## config.mk

```make
export PLATFORM = sky130hd
export DESIGN_NAME = jbe_cdiv
export DESIGN_NICKNAME = d
export VERILOG_FILES = /design/src/rtl/jbe_pkg.sv /design/src/rtl/jbe_cdiv.sv
export SDC_FILE = /design/constraint.sdc
export NUM_CORES = 1
export LEC_CHECK = 0
export BUFFER_PORTS_ARGS = -buffer_cell sky130_fd_sc_hd__buf_2
export CAP_MARGIN = 20
export CORE_ASPECT_RATIO = 0.75
export CORE_MARGIN = 4
export CORE_UTILIZATION = 54
export CTS_CLUSTER_SIZE = 16
export DETAILED_ROUTE_END_ITERATION = 8
export GPL_TIMING_DRIVEN = 0
export PLACE_DENSITY = 0.78
export SLEW_MARGIN = 20
export SYNTH_ARGS = -nofsm -noshare
export SYNTH_HDL_FRONTEND = slang
export SYNTH_SLANG_ARGS = --single-unit
```

## constraint.sdc

```tcl
create_clock -name i_clk -period 11.15 [get_ports i_clk]
set_clock_uncertainty 0.2 [all_clocks]
set_input_delay 0 -clock i_clk [delete_from_list [all_inputs] [get_ports i_clk]]
set_output_delay 0 -clock i_clk [all_outputs]
set_load 0.02 [all_outputs]
```

## src/rtl/jbe_pkg.sv

```systemverilog
// ----------------------------------------------------------------------------
// jbe_pkg: shared types and constants for the frame jitter bound estimator
// Holds the field widths, the min/max link carried along the cell chain,
// the control state type and the fixed arithmetic constants.
// ----------------------------------------------------------------------------
package jbe_pkg;

    // field widths
    localparam int DUR_W = 31;
    localparam int DEF_W = 32;
    localparam int EST_W = 31;

    // signed width wide enough for negated deficits and bound differences
    localparam int BND_W = 34;

    // divisor applied to the minimum duration in the decaying bound
    localparam int DUR_DIVISOR = 13;

    // pipeline depth of the constant divider
    localparam int CDIV_LATENCY = 3;

    // smallest raw spread reported
    localparam logic [EST_W-1:0] SPREAD_FLOOR = 31'd17;

    // largest spread, also the saturation point
    localparam logic [EST_W-1:0] SPREAD_MAX = 31'h7FFF_FFFF;

    // identities for the running min/max entering the first cell
    localparam logic [DUR_W-1:0]        DUR_MIN_SEED = 31'h7FFF_FFFF;
    localparam logic [DUR_W-1:0]        DUR_MAX_SEED = 31'h0000_0000;
    localparam logic signed [DEF_W-1:0] DEF_MIN_SEED = 32'sh7FFF_FFFF;
    localparam logic signed [DEF_W-1:0] DEF_MAX_SEED = 32'sh8000_0000;

    // running extremes handed from one cell to the next
    typedef struct packed {
        logic [DUR_W-1:0]        dmin;
        logic [DUR_W-1:0]        dmax;
        logic signed [DEF_W-1:0] fmin;
        logic signed [DEF_W-1:0] fmax;
    } t_link;

    // control sequence of one item
    typedef enum logic [2:0] {
        S_IDLE,
        S_SCAN,
        S_DIV,
        S_COMB,
        S_FIN,
        S_PUSH
    } t_state;

endpackage

```

## src/rtl/jbe_cdiv.sv

```systemverilog
// ----------------------------------------------------------------------------
// jbe_cdiv: divide by a constant
// Three-stage reciprocal multiply with one correction step; gives the
// floor quotient and whether the remainder is nonzero.
// ----------------------------------------------------------------------------
module jbe_cdiv
    import jbe_pkg::*;
#(
    parameter int DIVISOR = 13
)
(
    input  logic             i_clk,
    input  logic [DUR_W-1:0] i_num,
    output logic [DUR_W-1:0] o_quot,
    output logic             o_rem_nz
);

    localparam logic [63:0]      RECIP_W = (64'd1 << 32) / DIVISOR;
    localparam logic [31:0]      RECIP   = RECIP_W[31:0];
    localparam logic [DUR_W-1:0] DIV_V   = DUR_W'(DIVISOR);

    logic [62:0]      r_prod;
    logic [DUR_W-1:0] r_num1;
    logic [DUR_W-1:0] r_num2;
    logic [DUR_W-1:0] r_q0;
    logic [DUR_W-1:0] r_qd;
    logic [DUR_W-1:0] r_quot;
    logic             r_rem_nz;
    logic [DUR_W-1:0] w_q0;
    logic [DUR_W-1:0] w_diff;
    logic [DUR_W-1:0] n_quot;
    logic [DUR_W-1:0] n_rem;

    // stage 1: multiply by the scaled reciprocal
    always_ff @(posedge i_clk) begin
        r_prod <= {32'd0, i_num} * {31'd0, RECIP};
        r_num1 <= i_num;
    end

    // estimated quotient, at most one short of the true one
    assign w_q0 = r_prod[62:32];

    // stage 2: back-multiply the estimate
    always_ff @(posedge i_clk) begin
        r_q0   <= w_q0;
        r_qd   <= w_q0 * DIV_V;
        r_num2 <= r_num1;
    end

    // stage 3: single correction step
    always_comb begin
        w_diff = r_num2 - r_qd;
        if (w_diff >= DIV_V) begin
            n_quot = r_q0 + 1'b1;
            n_rem  = w_diff - DIV_V;
        end else begin
            n_quot = r_q0;
            n_rem  = w_diff;
        end
    end

    always_ff @(posedge i_clk) begin
        r_quot   <= n_quot;
        r_rem_nz <= (n_rem != '0);
    end

    assign o_quot   = r_quot;
    assign o_rem_nz = r_rem_nz;

endmodule

```

==> reports/qor.txt <==
H-tree depth: 4
final non-filler cell total: 3003
sequential element share of the synthesized area: 0.155
required time of the critical path: 11.27 ns
TritonCTS Buffers: 17
r2r startpoint: r_qd[0]$_DFF_P_
GP Congestion: 0.904
Worst Path Max Fanout: 11
Peak Freq: 118 MHz
Post-CTS Resized: 0
CORE AREA: 0.0412 sq mm
endpoints failing setup: 0
CTS tree: built
hold violation count in the final report: 0
starting density of the core: 0.553
Worst setup SP type: input port
grt ovf: 0
routed vias/inst: 5.25
DR iter-0 viols: 903
crit path DAT: 8.59 ns
hold path startpoint: r_num1[16]$_DFF_P_
Seq cells post-synth: 177
# fillers: 3323
setup TNS: 0 ns
hold buffers post-CTS: 31
initial antenna violation count: 0
port buffer count: 61
Final Instance Area: 0.0247 sq mm
MaxCap Viol Count: 0
Worst setup EP type: flop
Worst slew margin: 0.524
later-pin clock latency in the skew report: 0.44 ns
first-pass GRT wire length: 88.0 mm
DRC: 0
RSZ-0062 raised after global routing: no
GR Util met3: 0.0524
M1 GR Usage: 0.352
Synth Cell Area: 0.0228 sq mm
Reg2Reg Depth: 16
final slew viol count: 0
Die X: 245 um
I/O pins: 64
First-pass DRT Iterations: 5
via count of the first global-routing pass: 16870
dominant synthesized flop cell: dfxtp_1
antenna fix cells: 0
area delta synth->final: 8.36%
post-route ant nets: 0
part of the cycle the worst path needs: 0.760
num rows: 64
share of layout cells above drive strength 1: 0.0508
Layout Nets: 3258
FF-to-FF End: o_quot[6]$_DFF_P_
pin slew with the least headroom to its limit: 0.708 ns
WHS: 0.116 ns
clk sinks: 177
Tmin final: 8.47 ns
FFs w/ async S/R, synth: 0
via count: 15763
Cell variety after synth: 74
Reg clk slew, reported paths: 0.08 ns
Tot GR Track Use: 0.246
met2 usage: 0.385
Area after DPL: 0.0238 sq mm
synth top area cells: fa_1, ha_1, dfxtp_1
Hold Crit Class: reg2reg
Cells after Synth: 2317
pin count of the biggest net entering global routing: 20
CTS Buffer Depth: 2
wire length per cell: 17.7 um
R2R setup slack: 6.07 ns
area of the die: 0.0456 sq mm
Hold Path End: r_num2[16]$_DFF_P_
cell total after placement: 2940
Top Usage Layer GRT: met2
Hold Path Stages: 0
die extent in y: 186 um
Synth Warn #: 0
drt total wl: 53.3 mm
Post-DP HPWL: 44.9 mm
clock root buffer: clkbuf_16
CP Class: in2reg
# Post-CTS Setup Buffers: 0
Synth top area share: 0.302
post-synth top area cell: fa_1
syn_area_per_cell: 9.84 sq um
status: complete, no violations
EDFF count, synth: 0
[registers in the layout, indices dropped and copies added, names as in the netlist]
name	count
o_quot	29
r_q0	26
r_num1	31
r_prod	28
r_qd	31
o_rem_nz	1
r_num2	31
[area by class of cell]
type / count / area [sq um] / area share
Multi-Input combinational cell: 1460 / 16700 / 0.675
Clock inverter: 15 / 159 / 0.00643
Buffer: 16 / 87.6 / 0.00354
Sequential cell: 177 / 3540 / 0.143
Clock buffer: 17 / 425 / 0.0172
Inverter: 665 / 2500 / 0.101
Timing Repair Buffer: 92 / 616 / 0.0249
Tap cell: 561 / 702 / 0.0284
[cells by family after synthesis]
family	count (synthesis)	share of synthesized area
other	1	0.000164
AND/OR/NAND/NOR	300	0.0676
multiplexers	2	0.000878
adder cells (fa/ha/maj)	797	0.551
buffers and inverters	681	0.113
AO/OA/AOI/OAI	262	0.0748
XOR/XNOR	97	0.0373
flip-flops	177	0.155
[synth_stat cells, types with 24 or more instances]
library cell and count:
fa_1 344, nand3_1 27, a21o_1 33, xnor2_1 67, nand4_1 24, inv_1 665, nor2_1 76, ha_1 453
xor2_1 30, nand2_1 63, a21oi_1 76, o21ai_0 49, dfxtp_1 177
[worst max path at each step]
stage	start	end	slack [ns]	depth (start not counted)
after global routing	i_num[17]	r_prod[53]$_DFF_P_	2.35	26
after CTS	i_num[3]	r_prod[53]$_DFF_P_	2.75	26
after global placement	i_num[18]	r_prod[53]$_DFF_P_	2.95	25
after detailed placement	i_num[18]	r_prod[53]$_DFF_P_	2.98	25
after floorplan	i_num[3]	r_prod[53]$_DFF_P_	4.27	24
final	i_num[4]	r_prod[53]$_DFF_P_	2.68	26
[layer usage]
layer / vias up / wire (um)
met1: 7713 / 24500
met2: 475 / 23600
li1: 7497 / -
met3: 78 / 3960
met5: - / 0
met4: 0 / 1180
[layout by cell type (no fill, tap or decap), drive strengths merged, types with 10 or more instances in the layout]
cell         synthesis  routed
fa                 344     344
nand3               31      31
buf                  7      68
nand2b              10      10
clkbuf               9      26
nor3                18      18
and3                17      17
a21oi               76      76
nor2b               15      15
a211oi              11      11
or3                 10      10
ha                 453     453
dlygate4sd3          0      31
dfxtp              177     177
xnor2               67      67
a21o                33      33
nand4               25      25
o21ai               54      54
xor2                30      30
o21a                18      18
nor2                76      76
nand2               65      65
inv                665     673
[through the flow]
stage               setup WS, ns   util
floorplan                   4.27      -
global placement            2.95  0.577
detailed placement          2.98  0.577
CTS                         2.75  0.599
global route                2.35  0.599
finish                      2.68  0.599
[worst max-delay path, cell delays in order]
cell           delay, ns
dlygate4sd3_1       0.56
buf_2               0.26
fa_1                0.50
fa_1                0.56
inv_1               0.06
fa_1                0.53
inv_1               0.05
fa_1                0.49
fa_1                0.54
fa_1                0.45
fa_1                0.50
inv_1               0.05
fa_1                0.48
inv_1               0.05
ha_1                0.31
nand4_1             0.27
or3_1               0.52
nor3_1              0.40
or3b_2              0.54
a311oi_1            0.43
a21oi_1             0.19
nor2b_1             0.20
o21a_1              0.20
o21a_1              0.18
mux2i_1             0.19
nand2_1             0.08
Power is not shown: default switching activity piles up to over one toggle a cycle in this logic, so the estimate is an artifact.
