`src/rtl/jbe_pkg.sv`:
```
// ----------------------------------------------------------------------------
// jbe_pkg: shared types and constants for the frame jitter bound estimator
// Holds the field widths, the min/max link carried along the cell chain,
// the control state type and the fixed arithmetic constants.
// ----------------------------------------------------------------------------
package jbe_pkg;

    // field widths
    localparam int DUR_W = 31;
    localparam int DEF_W = 32;
    localparam int EST_W = 31;

    // signed width wide enough for negated deficits and bound differences
    localparam int BND_W = 34;

    // divisor applied to the minimum duration in the decaying bound
    localparam int DUR_DIVISOR = 13;

    // pipeline depth of the constant divider
    localparam int CDIV_LATENCY = 3;

    // smallest raw spread reported
    localparam logic [EST_W-1:0] SPREAD_FLOOR = 31'd17;

    // largest spread, also the saturation point
    localparam logic [EST_W-1:0] SPREAD_MAX = 31'h7FFF_FFFF;

    // identities for the running min/max entering the first cell
    localparam logic [DUR_W-1:0]        DUR_MIN_SEED = 31'h7FFF_FFFF;
    localparam logic [DUR_W-1:0]        DUR_MAX_SEED = 31'h0000_0000;
    localparam logic signed [DEF_W-1:0] DEF_MIN_SEED = 32'sh7FFF_FFFF;
    localparam logic signed [DEF_W-1:0] DEF_MAX_SEED = 32'sh8000_0000;

    // running extremes handed from one cell to the next
    typedef struct packed {
        logic [DUR_W-1:0]        dmin;
        logic [DUR_W-1:0]        dmax;
        logic signed [DEF_W-1:0] fmin;
        logic signed [DEF_W-1:0] fmax;
    } t_link;

    // control sequence of one item
    typedef enum logic [2:0] {
        S_IDLE,
        S_SCAN,
        S_DIV,
        S_COMB,
        S_FIN,
        S_PUSH
    } t_state;

endpackage

```
`src/rtl/jbe_cell.sv`:
```
// ----------------------------------------------------------------------------
// jbe_cell: one window slot of the estimator
// Stores one duration and one deficit entry and folds them into the
// running min/max that passes through, one cell per clock.
// ----------------------------------------------------------------------------
module jbe_cell
    import jbe_pkg::*;
(
    input  logic                    i_clk,
    input  logic                    i_rst_n,
    input  logic                    i_we,
    input  logic [DUR_W-1:0]        i_dur,
    input  logic signed [DEF_W-1:0] i_def,
    input  t_link                   i_link,
    output t_link                   o_link
);

    logic [DUR_W-1:0]        r_dur;
    logic signed [DEF_W-1:0] r_def;
    t_link                   r_link;
    t_link                   n_link;

    // slot storage, cleared at reset
    always_ff @(posedge i_clk) begin
        if (!i_rst_n) begin
            r_dur <= '0;
            r_def <= '0;
        end else if (i_we) begin
            r_dur <= i_dur;
            r_def <= i_def;
        end
    end

    // fold this slot into the passing extremes
    always_comb begin
        n_link.dmin = (r_dur < i_link.dmin) ? r_dur : i_link.dmin;
        n_link.dmax = (r_dur > i_link.dmax) ? r_dur : i_link.dmax;
        n_link.fmin = (r_def < i_link.fmin) ? r_def : i_link.fmin;
        n_link.fmax = (r_def > i_link.fmax) ? r_def : i_link.fmax;
    end

    // hand the extremes to the next cell
    always_ff @(posedge i_clk) begin
        r_link <= n_link;
    end

    assign o_link = r_link;

endmodule

```
`config.mk`:
```
export PLATFORM = sky130hd
export DESIGN_NAME = jbe_cell
export DESIGN_NICKNAME = d
export VERILOG_FILES = /design/src/rtl/jbe_pkg.sv /design/src/rtl/jbe_cell.sv
export SDC_FILE = /design/constraint.sdc
export NUM_CORES = 1
export LEC_CHECK = 0
export CAP_MARGIN = 25
export CELL_PAD_IN_SITES_DETAIL_PLACEMENT = 1
export CELL_PAD_IN_SITES_GLOBAL_PLACEMENT = 1
export CORE_MARGIN = 5
export CORE_UTILIZATION = 23
export CTS_CLUSTER_DIAMETER = 150
export DETAILED_ROUTE_END_ITERATION = 12
export DONT_BUFFER_PORTS = 1
export PLACE_DENSITY_LB_ADDON = 0.2
export SYNTH_ARGS = -nofsm -noshare
export SYNTH_HDL_FRONTEND = slang
export SYNTH_SLANG_ARGS = --single-unit
```
`constraint.sdc`:
```
create_clock -name i_clk -period 8.25 [get_ports i_clk]
set_input_delay 0.4125 -clock i_clk [delete_from_list [all_inputs] [get_ports i_clk]]
set_output_delay 0.4125 -clock i_clk [all_outputs]
set_load 0.01 [all_outputs]
```
==> summary.txt, run 1 <==
Pwr
  • Pwr Total: 0.002279 W
  • Leak pwr: 5.248 nW
  • Pwr Density: 211.6 mW/mm^2
  • Maximum VDD drop: 0.1239 mV

Finish
  • Core Util, Final: 0.2620
  • Synth-to-layout area growth: 12.17%
  • Most common cell after layout, fill and taps aside: dfxtp_1
  • Filler cell count: 4662
  • Commonest cells after routing, fill and taps aside: dfxtp_1 (189), inv_1 (128), ha_1 (124)
  • Multi-input logic area: 0.005233 mm^2
  • Register area: 0.003784 mm^2
  • Design area: 0.01077 mm^2
  • Net total in the final layout: 1215
  • Ratio of cells with drive above 1 in the final layout: 0.1820

CTS
  • Clock buffer count from CTS: 17
  • Htree depth: 4
  • CTS root buf: clkbuf_16
  • TritonCTS clock tree: built
  • CTS Buffer Depth: 2
  • Resized cells post-CTS: 0
  • Worst-Skew Late Latency: 0.48 ns
  • Clock-pin slew on the worst setup and hold paths: 0.07 ns
  • CTS Sinks: 189
  • Setup bufs post-CTS: 0
  • # hold bufs at CTS: 0

GRT
  • Global route overflow: 0
  • First-pass GRT wire length: 46920 um
  • Initial antenna violation count: 1
  • GRT Util Overall: 0.1378
  • Vias in the first global route: 6957
  • Pin count of the biggest net entering global routing: 64

Place
  • Detailed Place HPWL: 24020 um
  • Port Buffers: 0
  • Cell Area, Placed: 0.01019 mm^2
  • Gp weighted congestion: 0.7170

Route
  • Pre-antenna DRT Iters: 4
  • DR WL/cell: 21.58 um
  • DRC: 0
  • Vias/cell: 4.394
  • Via Count: 6350
  • Final ANT Viol Nets: 0
  • Detailed Route WL: 31180 um
  • Initial DRC Count: 187

Timing
  • Max-slew violation count: 0
  • Worst-Margin Slew: 0.9095 ns
  • Final Hold Viols: 0
  • Layout Skew: 0.01342 ns
  • Tcrit/Tclk final: 0.4006
  • Slew HR: 0.3937
  • Setup_tns: 0 ns
  • Final Critical Period: 3.305 ns
  • RSZ-0062 raised after global routing: no
  • Fmax: 302.6 MHz
  • Final setup fails: 0

Yosys
  • Async set-reset flop share out of synthesis: 0
  • Mapped Cells: 902
  • Top-area cell type share of the netlist area: 0.3941
  • EDFF count, synth: 0
  • Syn_nets: 1218
  • Ranking of synthesized cells by area: dfxtp_1 (39%), ha_1 (16%), mux2_2 (11%)
  • Post-synth cell types: 42
  • Synthesized cell area: 0.009600 mm^2
  • Synth Register Bits: 189
  • Yosys warns: 0
  • Ys flop type: dfxtp_1
  • Syn Area/Cell: 10.64 um^2
  • Sequential area share after synthesis: 0.3941
  • Area leader, netlist: dfxtp_1

Setup path
  • Crit end category: register
  • WS Path Type: register to register
  • Startpoint Class: register
  • Worst EP arrival: 3.67 ns
  • Crit path required time: 8.61 ns
  • CP Max Fanout: 28

Floorplan
  • Starting Density: 0.2335
  • Io pins: 318
  • Die ar.: 0.04593 mm^2
  • Die X: 214.3 um
  • Die Y: 214.3 um
  • Row count: 74
  • CORE AREA: 0.04111 mm^2

Worst hold path
  • HP Class: input pin to register

Flow run
  • Max_cap viols: 0

Status
  • Outcome: finished, final reports clean
## worst paths after layout
| path | startpoint | end | slack (ns) | cells after the start |
|---|---|---|---|---|
| worst max-delay path | r_def[17]$_SDFFE_PN0P_ | o_link[31]$_DFF_P_ | 4.94 | 8 |
| worst min-delay path | i_link[39] | o_link[39]$_DFF_P_ | 0.06 | 1 |
| worst max register to register | r_def[17]$_SDFFE_PN0P_ | o_link[31]$_DFF_P_ | 4.94 | 8 |
| worst min register to register | r_def[0]$_SDFFE_PN0P_ | r_def[0]$_SDFFE_PN0P_ | 0.57 | 2 |
## critical path: stages, from the launching register on
cell and delay [ns]:
dfxtp_1 0.45, ha_1 0.29, a21o_1 0.18, a221o_1 0.33
a221oi_2 0.25, o211ai_2 0.18, a221oi_4 0.49, buf_4 0.60
mux2_2 0.41
## power breakdown
group / internal (W) / switching (W) / leakage, nW / total (W)
combinational: 0.000178 / 0.000141 / 3.39 / 0.000319
clock: 0.000449 / 0.000387 / 0.281 / 0.000836
sequential: 0.00101 / 0.000113 / 1.58 / 0.00112
total: 0.00164 / 0.000641 / 5.25 / 0.00228
## stage by stage
step	instances	setup slack (ns)	hold WS [ns]
after global routing	1445	4.740	0.009177
after floorplan	902	5.520	0.5097
final	1445	4.945	0.06435
after global placement	1412	4.843	0.5419
after detailed placement	1412	4.797	0.5449
after CTS	1444	4.889	0.005610
## cell usage after synthesis (2+ instances only)
cell	n
and2_0	2
buf_2	3
o211ai_1	4
a221oi_1	4
dfxtp_1	189
mux2_4	30
nor3_1	2
a211o_1	2
mux2_2	95
ha_1	124
mux2i_1	63
a221o_1	2
nand4_1	20
buf_1	10
inv_1	128
and4_1	5
a221oi_2	2
a21oi_1	43
nand3_1	8
nor2_1	8
a21o_1	23
buf_6	3
nor2b_1	67
o21ai_0	14
nand2_1	22
clkbuf_1	10
nand2b_1	3
a31oi_1	2
## per-layer routing
layer | up-vias | global-route usage | wire length [um]
met4 | 0 | 0.04509 | 626
met2 | 146 | 0.2365 | 15650
met5 | - | 0 | 0
li1 | 3101 | - | -
met3 | 29 | 0.05774 | 2024
met1 | 3074 | 0.1551 | 12880
## state kept, by name, indices dropped and copies added (netlist names)
name	flops
o_link	126
r_def	32
r_dur	31
## logic make-up after synthesis
family	share of synthesized area
muxes	0.2252
DFF	0.3941
buffers and inverters	0.06295
and+or+nand+nor	0.08445
adders and majority gates	0.1616
AOI/OAI and AO/OA	0.07077
xor gates and xnor gates	0.0009125
## final cells by class
class / count / area share
antenna: 1 / 0.0002324
clock buffer: 24 / 0.04566
clock inverter: 8 / 0.007668
inverter: 128 / 0.04461
multi-input combinational: 559 / 0.4859
sequential: 189 / 0.3513
tap: 532 / 0.06181
timing repair buffer: 4 / 0.002788
Note: power is estimated with default switching activity, not from simulation.
==> inputs of run 2 (changes only) <==
Clock period 8.25 ns to 3.45 ns, I/O delays scaled along.
==> run 2 against run 1 <==
Combinational power increased to 3.4 times the previous value. Design area up 24%. Fmax up 7.9%. Setup slack got worse by 4.6 ns. Worst hold slack better by 0.035 ns. Critical endpoint is now o_link[24]$_DFF_P_. Flip-flop and latch count unchanged. Count of clock-buffer cells in the layout decreased by 3. Die area is the same. Largest cell class unchanged.
==> summary.txt, run 2 (synthesis gave the netlist of run 1 again) <==
CTS
  • Worst-Skew Late Latency: 0.48 ns
  • TritonCTS clock tree: built
  • Setup bufs post-CTS: 0
  • Clock-pin slew on the worst setup and hold paths: 0.08 ns
  • Clock buffer count from CTS: 17
  • CTS Sinks: 189
  • Htree depth: 4
  • CTS Buffer Depth: 2
  • CTS root buf: clkbuf_16

Timing
  • Post-route setup slack: 0.3867 ns
  • Layout Skew: 0.01183 ns
  • Final Critical Period: 3.063 ns
  • Tcrit/Tclk final: 0.8879
  • Slew HR: 0.4413
  • Worst-Margin Slew: 0.8304 ns
  • Fmax: 326.4 MHz
  • RSZ-0062 raised after global routing: no
  • Final setup fails: 0
  • Setup_tns: 0 ns
  • Final Hold Viols: 0
  • Max-slew violation count: 0

Floorplan
  • Row count: 74
  • Starting Density: 0.2335
  • Die ar.: 0.04593 mm^2
  • CORE AREA: 0.04111 mm^2
  • Die Y: 214.3 um
  • Io pins: 318
  • Die X: 214.3 um

Setup path
  • CP cell instances: ha_1 > a21o_1 > a221o_1 > a221oi_2 > o211ai_2 > a221oi_4 > buf_4 > mux2_4
  • Critical path's slowest cell: a221oi_4
  • CP peak stage delay: 0.62 ns
  • Crit path required time: 3.82 ns
  • Startpoint Class: register
  • CP Max Fanout: 9
  • Crit end category: register
  • Worst EP arrival: 3.43 ns
  • WS Path Type: register to register

GRT
  • Vias in the first global route: 8560
  • Global route overflow: 0
  • Initial antenna violation count: 1
  • Pin count of the biggest net entering global routing: 64
  • First-pass GRT wire length: 53030 um
  • GRT Util Overall: 0.1530

Pwr
  • Maximum VDD drop: 0.2797 mV
  • Pwr Density: 434.7 mW/mm^2
  • Leak pwr: 6.300 nW

Finish
  • Layout Cells excl Fill: 1704
  • Core Util, Final: 0.3259
  • Max reg flops: 126
  • Synth-to-layout area growth: 39.57%
  • Net total in the final layout: 1474
  • Ratio of cells with drive above 1 in the final layout: 0.1512
  • Commonest cells after routing, fill and taps aside: dlygate4sd3_1 (251), dfxtp_1 (189), inv_1 (128)
  • Most common cell after layout, fill and taps aside: dlygate4sd3_1

Status
  • Outcome: finished, final reports clean

Place
  • Placement Setup Slack: 0.3517 ns
  • Gp weighted congestion: 0.7205
  • Detailed Place HPWL: 24090 um
  • Placed Cells: 1419
  • Port Buffers: 0

Route
  • Pre-antenna DRT Iters: 4
  • DR WL/cell: 20.63 um
  • Via Count: 7434
  • DRC: 0
  • Detailed Route WL: 35150 um
  • Initial DRC Count: 220
  • Vias/cell: 4.363
  • Final ANT Viol Nets: 0

Worst hold path
  • HP Class: input pin to register

Flow run
  • Max_cap viols: 0
[run 2: final cells by class]
cell class / count / area [um^2]
flip-flops and latches: 189 / 3784
well taps: 532 / 665.6
clock inverters: 11 / 106.4
repair buffers: 263 / 2648
fillers: 4585 / 27710
inverters: 128 / 480.5
clock buffers: 21 / 480.5
diodes: 1 / 2.502
multi-input cells: 559 / 5233
[run 2: timing repair]
item                      in CTS  in global routing
resized for setup              0                  0
hold buffers                 252                  0
hold endpoints to repair     189                  0
[run 2: worst max-delay path, delay by kind of cell, from the launching register on]
kind | cells | cell delay (ns)
AOI/OAI and AO/OA | 5 | 1.56
adders and majority gates | 1 | 0.28
buffers and inverters | 1 | 0.35
DFF | 1 | 0.43
muxes | 1 | 0.33
[run 2: through the flow]
step / area (um^2) / total power, W / hold WS (ns)
finish: 13400 / 0.005824 / 0.09949
global route: 13400 / 0.006138 / 0.09583
CTS: 13400 / 0.005949 / 0.06806
detailed placement: 10270 / 0.003548 / 0.3027
global placement: 10270 / 0.003540 / 0.3039
floorplan: 9600 / 0.003304 / 0.2972
[run 2: per-layer routing]
metal	GRT usage	vias to the layer above	routed length (um)
li1	-	3630	-
met1	0.1767	3608	14870
met2	0.2692	153	17780
met3	0.04108	43	1535
met4	0.06120	0	963
met5	0	-	0
[run 2: path summary, 6_finish.rpt]
check / startpoint / endpoint / slack [ns] / cells past startpoint
setup / recovery: r_def[17]$_SDFFE_PN0P_ / o_link[24]$_DFF_P_ / 0.39 / 8
hold / removal: i_rst_n / r_dur[11]$_SDFFE_PN0P_ / 0.1 / 2
setup reg to reg: r_def[17]$_SDFFE_PN0P_ / o_link[24]$_DFF_P_ / 0.39 / 8
hold reg to reg: r_dur[21]$_SDFFE_PN0P_ / o_link[85]$_DFF_P_ / 0.61 / 1
[run 2: report_power, final]
part           leakage, nW  switching [W]  internal, W
logic                 4.44       0.000431     0.000658
clock network        0.282       0.000970      0.00108
registers             1.58       0.000271      0.00242
==> inputs of run 3 (changes only) <==
Settings changed: CTS_BUF_LIST set to sky130_fd_sc_hd__clkbuf_4, SLEW_MARGIN set to 25.
==> run 3 against run 2 <==
The flow now stops in clock tree synthesis (4_1_cts). Synthesized cell count unchanged. Area after synthesis unchanged.
==> summary.txt, run 3 <==
Status
  • Outcome: stopped before the end
  • Failed at: clock tree synthesis (4_1_cts)
  • Tool error: [ERROR RSZ-0060] Max buffer count reached.

Yosys
  • Post-synth cell types: 42
  • EDFF count, synth: 0
  • Syn Area/Cell: 10.64 um^2
  • Top cells by instance count after synthesis: dfxtp_1 (189), inv_1 (128), ha_1 (124), mux2_2 (95), nor2b_1 (67)
  • Ys flop type: dfxtp_1
  • Area leader, netlist: dfxtp_1
  • Ranking of synthesized cells by area: dfxtp_1 (39%), ha_1 (16%), mux2_2 (11%)
  • Synth Register Bits: 189
  • Sequential area share after synthesis: 0.3941
  • Mapped Cells: 902
  • Async set-reset flop share out of synthesis: 0
  • Top-area cell type share of the netlist area: 0.3941
  • Top-count cell post-synth: dfxtp_1
  • Syn_nets: 1218
  • Yosys warns: 0
  • Synthesized cell area: 0.009600 mm^2

Floorplan
  • Row count: 74
  • Die Y: 214.3 um
  • Io pins: 318
  • Starting Density: 0.2335
  • Die X: 214.3 um

CTS
  • Htree depth: 4
  • Resized cells post-CTS: 0
  • # hold bufs at CTS: 291
  • CTS Sinks: 189
  • CTS Buffer Depth: 2
  • CTS root buf: clkbuf_4
  • Setup bufs post-CTS: 0
  • Clock buffer count from CTS: 17

Place
  • Gp weighted congestion: 0.7205
  • Port Buffers: 0
  • Detailed Place HPWL: 24090 um
[run 3: metrics by stage]
stage,setup WS [ns],std cells,area [um^2],util
3_5_place_dp,0.3517,1419,10270,0.2498
3_3_place_gp,0.4378,1419,10270,0.2498
2_1_floorplan,0.8390,902,9600,-
[run 3: kinds of logic after synthesis]
group,share of synthesized area
buf+inv,0.06295
fa+ha+maj,0.1616
flops,0.3941
compound gates,0.07077
xor+xnor,0.0009125
simple gates,0.08445
mux,0.2252
==> inputs of run 4 (changes only) <==
Settings changed: CELL_PAD_IN_SITES_DETAIL_PLACEMENT 1 to unset, CELL_PAD_IN_SITES_GLOBAL_PLACEMENT 1 to unset, CORE_UTILIZATION 23 to 20, CTS_BUF_LIST sky130_fd_sc_hd__clkbuf_4 to unset, CTS_CLUSTER_DIAMETER 150 to unset, PLACE_DENSITY_LB_ADDON 0.2 to 0.15.
==> run 4 against run 3 <==
The flow now finishes without violations.
==> summary.txt, run 4 (synthesis gave the netlist of run 1 again) <==
Status
  • Outcome: finished, final reports clean

Floorplan
  • CORE AREA: 0.04765 mm^2
  • Die X: 229.1 um
  • Starting Density: 0.2015
  • Die ar.: 0.05248 mm^2
  • Io pins: 318
  • Die Y: 229.1 um
  • Row count: 80

GRT
  • Pin count of the biggest net entering global routing: 64
  • First-pass GRT wire length: 51650 um
  • GRT Util Overall: 0.1319
  • Global route overflow: 0
  • Initial antenna violation count: 1
  • Vias in the first global route: 7964

Worst hold path
  • Hold_sp: i_rst_n
  • HP Class: input pin to register

CTS
  • Worst-Skew Late Latency: 0.49 ns
  • CTS Buffer Depth: 2
  • TritonCTS clock tree: built
  • Clock buffer count from CTS: 17
  • CTS Sinks: 189
  • CTS root buf: clkbuf_16
  • Clock-pin slew on the worst setup and hold paths: 0.08 ns
  • Htree depth: 4

Finish
  • Commonest cells after routing, fill and taps aside: dlygate4sd3_1 (251), dfxtp_1 (189), inv_1 (128)
  • Synth-to-layout area growth: 41.43%
  • Max reg flops: 126
  • Ratio of cells with drive above 1 in the final layout: 0.1625
  • Filler cell count: 5031
  • Most common cell after layout, fill and taps aside: dlygate4sd3_1
  • Net total in the final layout: 1491
  • Layout Cells excl Fill: 1804
  • Core Util, Final: 0.2850

Route
  • Detailed Route WL: 34520 um
  • Initial DRC Count: 250
  • DR WL/cell: 19.14 um
  • DRC: 0
  • Vias/cell: 4.108
  • Final ANT Viol Nets: 0
  • Via Count: 7411
  • Pre-antenna DRT Iters: 4

Setup path
  • Delay-heaviest family, CP: compound AO/OA/AOI/OAI gates
  • Startpoint Class: register
  • Worst Path Buf+Inv: 1
  • Crit path depth: 9
  • Crit path required time: 3.82 ns
  • CP cell instances: ha_1 > a211o_1 > a31oi_1 > o31ai_1 > a211o_1 > a21oi_1 > xnor2_2 > buf_12 > mux2_2
  • CP Max Fanout: 22
  • Worst R2R Start: r_def[2]$_SDFFE_PN0P_
  • Reg2Reg Depth: 9
  • Crit end category: register
  • Worst EP arrival: 3.36 ns
  • Crit path from: r_def[2]$_SDFFE_PN0P_
  • Worst r2r dst: o_link[37]$_DFF_P_
  • Cell mode on critical path: a211o_1
  • Worst Setup EP: o_link[37]$_DFF_P_
  • Critical path's slowest cell: dfxtp_1
  • FF-to-FF setup slack: 0.46 ns
  • CP peak stage delay: 0.44 ns
  • WS Path Type: register to register

Place
  • Placed Cells: 1516
  • Detailed Place HPWL: 24810 um
  • Port Buffers: 0
  • Placement Setup Slack: 0.1588 ns
  • Gp weighted congestion: 0.7410

Timing
  • Setup_tns: 0 ns
  • Tcrit/Tclk final: 0.8677
  • Post-route setup slack: 0.4563 ns
  • Final Critical Period: 2.994 ns
  • Layout Skew: 0.01640 ns
  • Final Hold Viols: 0
  • Slew HR: 0.4612
  • RSZ-0062 raised after global routing: no
  • Max-slew violation count: 0
  • Min Hold Slack: 0.06840 ns
  • Worst-Margin Slew: 0.8008 ns
  • Final setup fails: 0
  • Fmax: 334.0 MHz

Pwr
  • Leak pwr: 6.376 nW
  • Switch Pwr: 0.001672 W
  • Switch share: 0.2939
  • Clock Power Share: 0.334
  • Reg power frac: 0.470
  • Maximum VDD drop: 0.3049 mV
  • Pwr Density: 419.0 mW/mm^2
  • Int Power: 0.004017 W
  • Logic pwr share: 0.196

Flow run
  • Max_cap viols: 0
run 4: repair_timing:
| item | CTS | global route |
|---|---|---|
| hold buffers | 252 | 0 |
| endpoints found under the hold margin | 189 | 0 |
| resized for setup | 0 | 0 |
| setup buffers | 0 | 3 |
| endpoints found under the setup margin | 0 | 10 |
run 4: routing by layer:
metal	global-route usage	vias to the layer above	routed length, um
li1	-	3670	-
met1	0.1633	3522	15670
met2	0.2196	183	16560
met3	0.04223	36	1665
met4	0.03984	0	630
met5	0	-	0
run 4: power groups by stage:
stage,combinational [W],sequential (W),clock (W)
after floorplan,0.000655,0.00265,0
final,0.00112,0.00267,0.00190
after CTS,0.00113,0.00268,0.00202
after global placement,0.000831,0.00274,0
after detailed placement,0.000832,0.00273,0
after global routing,0.00124,0.00269,0.00208
run 4: worst register-to-register path, stage by stage (launching register included):
cell,delay [ns]
dfxtp_1,0.44
ha_1,0.29
a211o_1,0.29
a31oi_1,0.16
o31ai_1,0.14
a211o_1,0.42
a21oi_1,0.34
xnor2_2,0.19
buf_12,0.24
mux2_2,0.38
run 4: worst min-delay path by stage:
stage,end,cells after the start,slack (ns)
6_report,r_def[6]$_SDFFE_PN0P_,2,0.07
5_1_grt,r_def[6]$_SDFFE_PN0P_,2,0.06
4_1_cts,r_def[6]$_SDFFE_PN0P_,2,0.05
3_5_place_dp,o_link[39]$_DFF_P_,1,0.30
3_3_place_gp,o_link[39]$_DFF_P_,1,0.31
2_1_floorplan,o_link[39]$_DFF_P_,1,0.30
run 4: cell type report:
class                   count  area, um^2  share of cell area
multi-input cells         559        5233              0.3854
clock inverters            14       92.59            0.006819
clock buffers              18       429.2             0.03161
repair buffers            280        2788              0.2053
inverters                 128       480.5             0.03539
flip-flops and latches    189        3784              0.2787
well taps                 615       769.5             0.05667
diodes                      1       2.502           0.0001843
run 4: through the flow:
stage | total power [W] | instance area [um^2]
finish | 0.005689 | 13580
global route | 0.006007 | 13580
CTS | 0.005828 | 13550
detailed placement | 0.003564 | 10490
global placement | 0.003570 | 10490
floorplan | 0.003304 | 9600
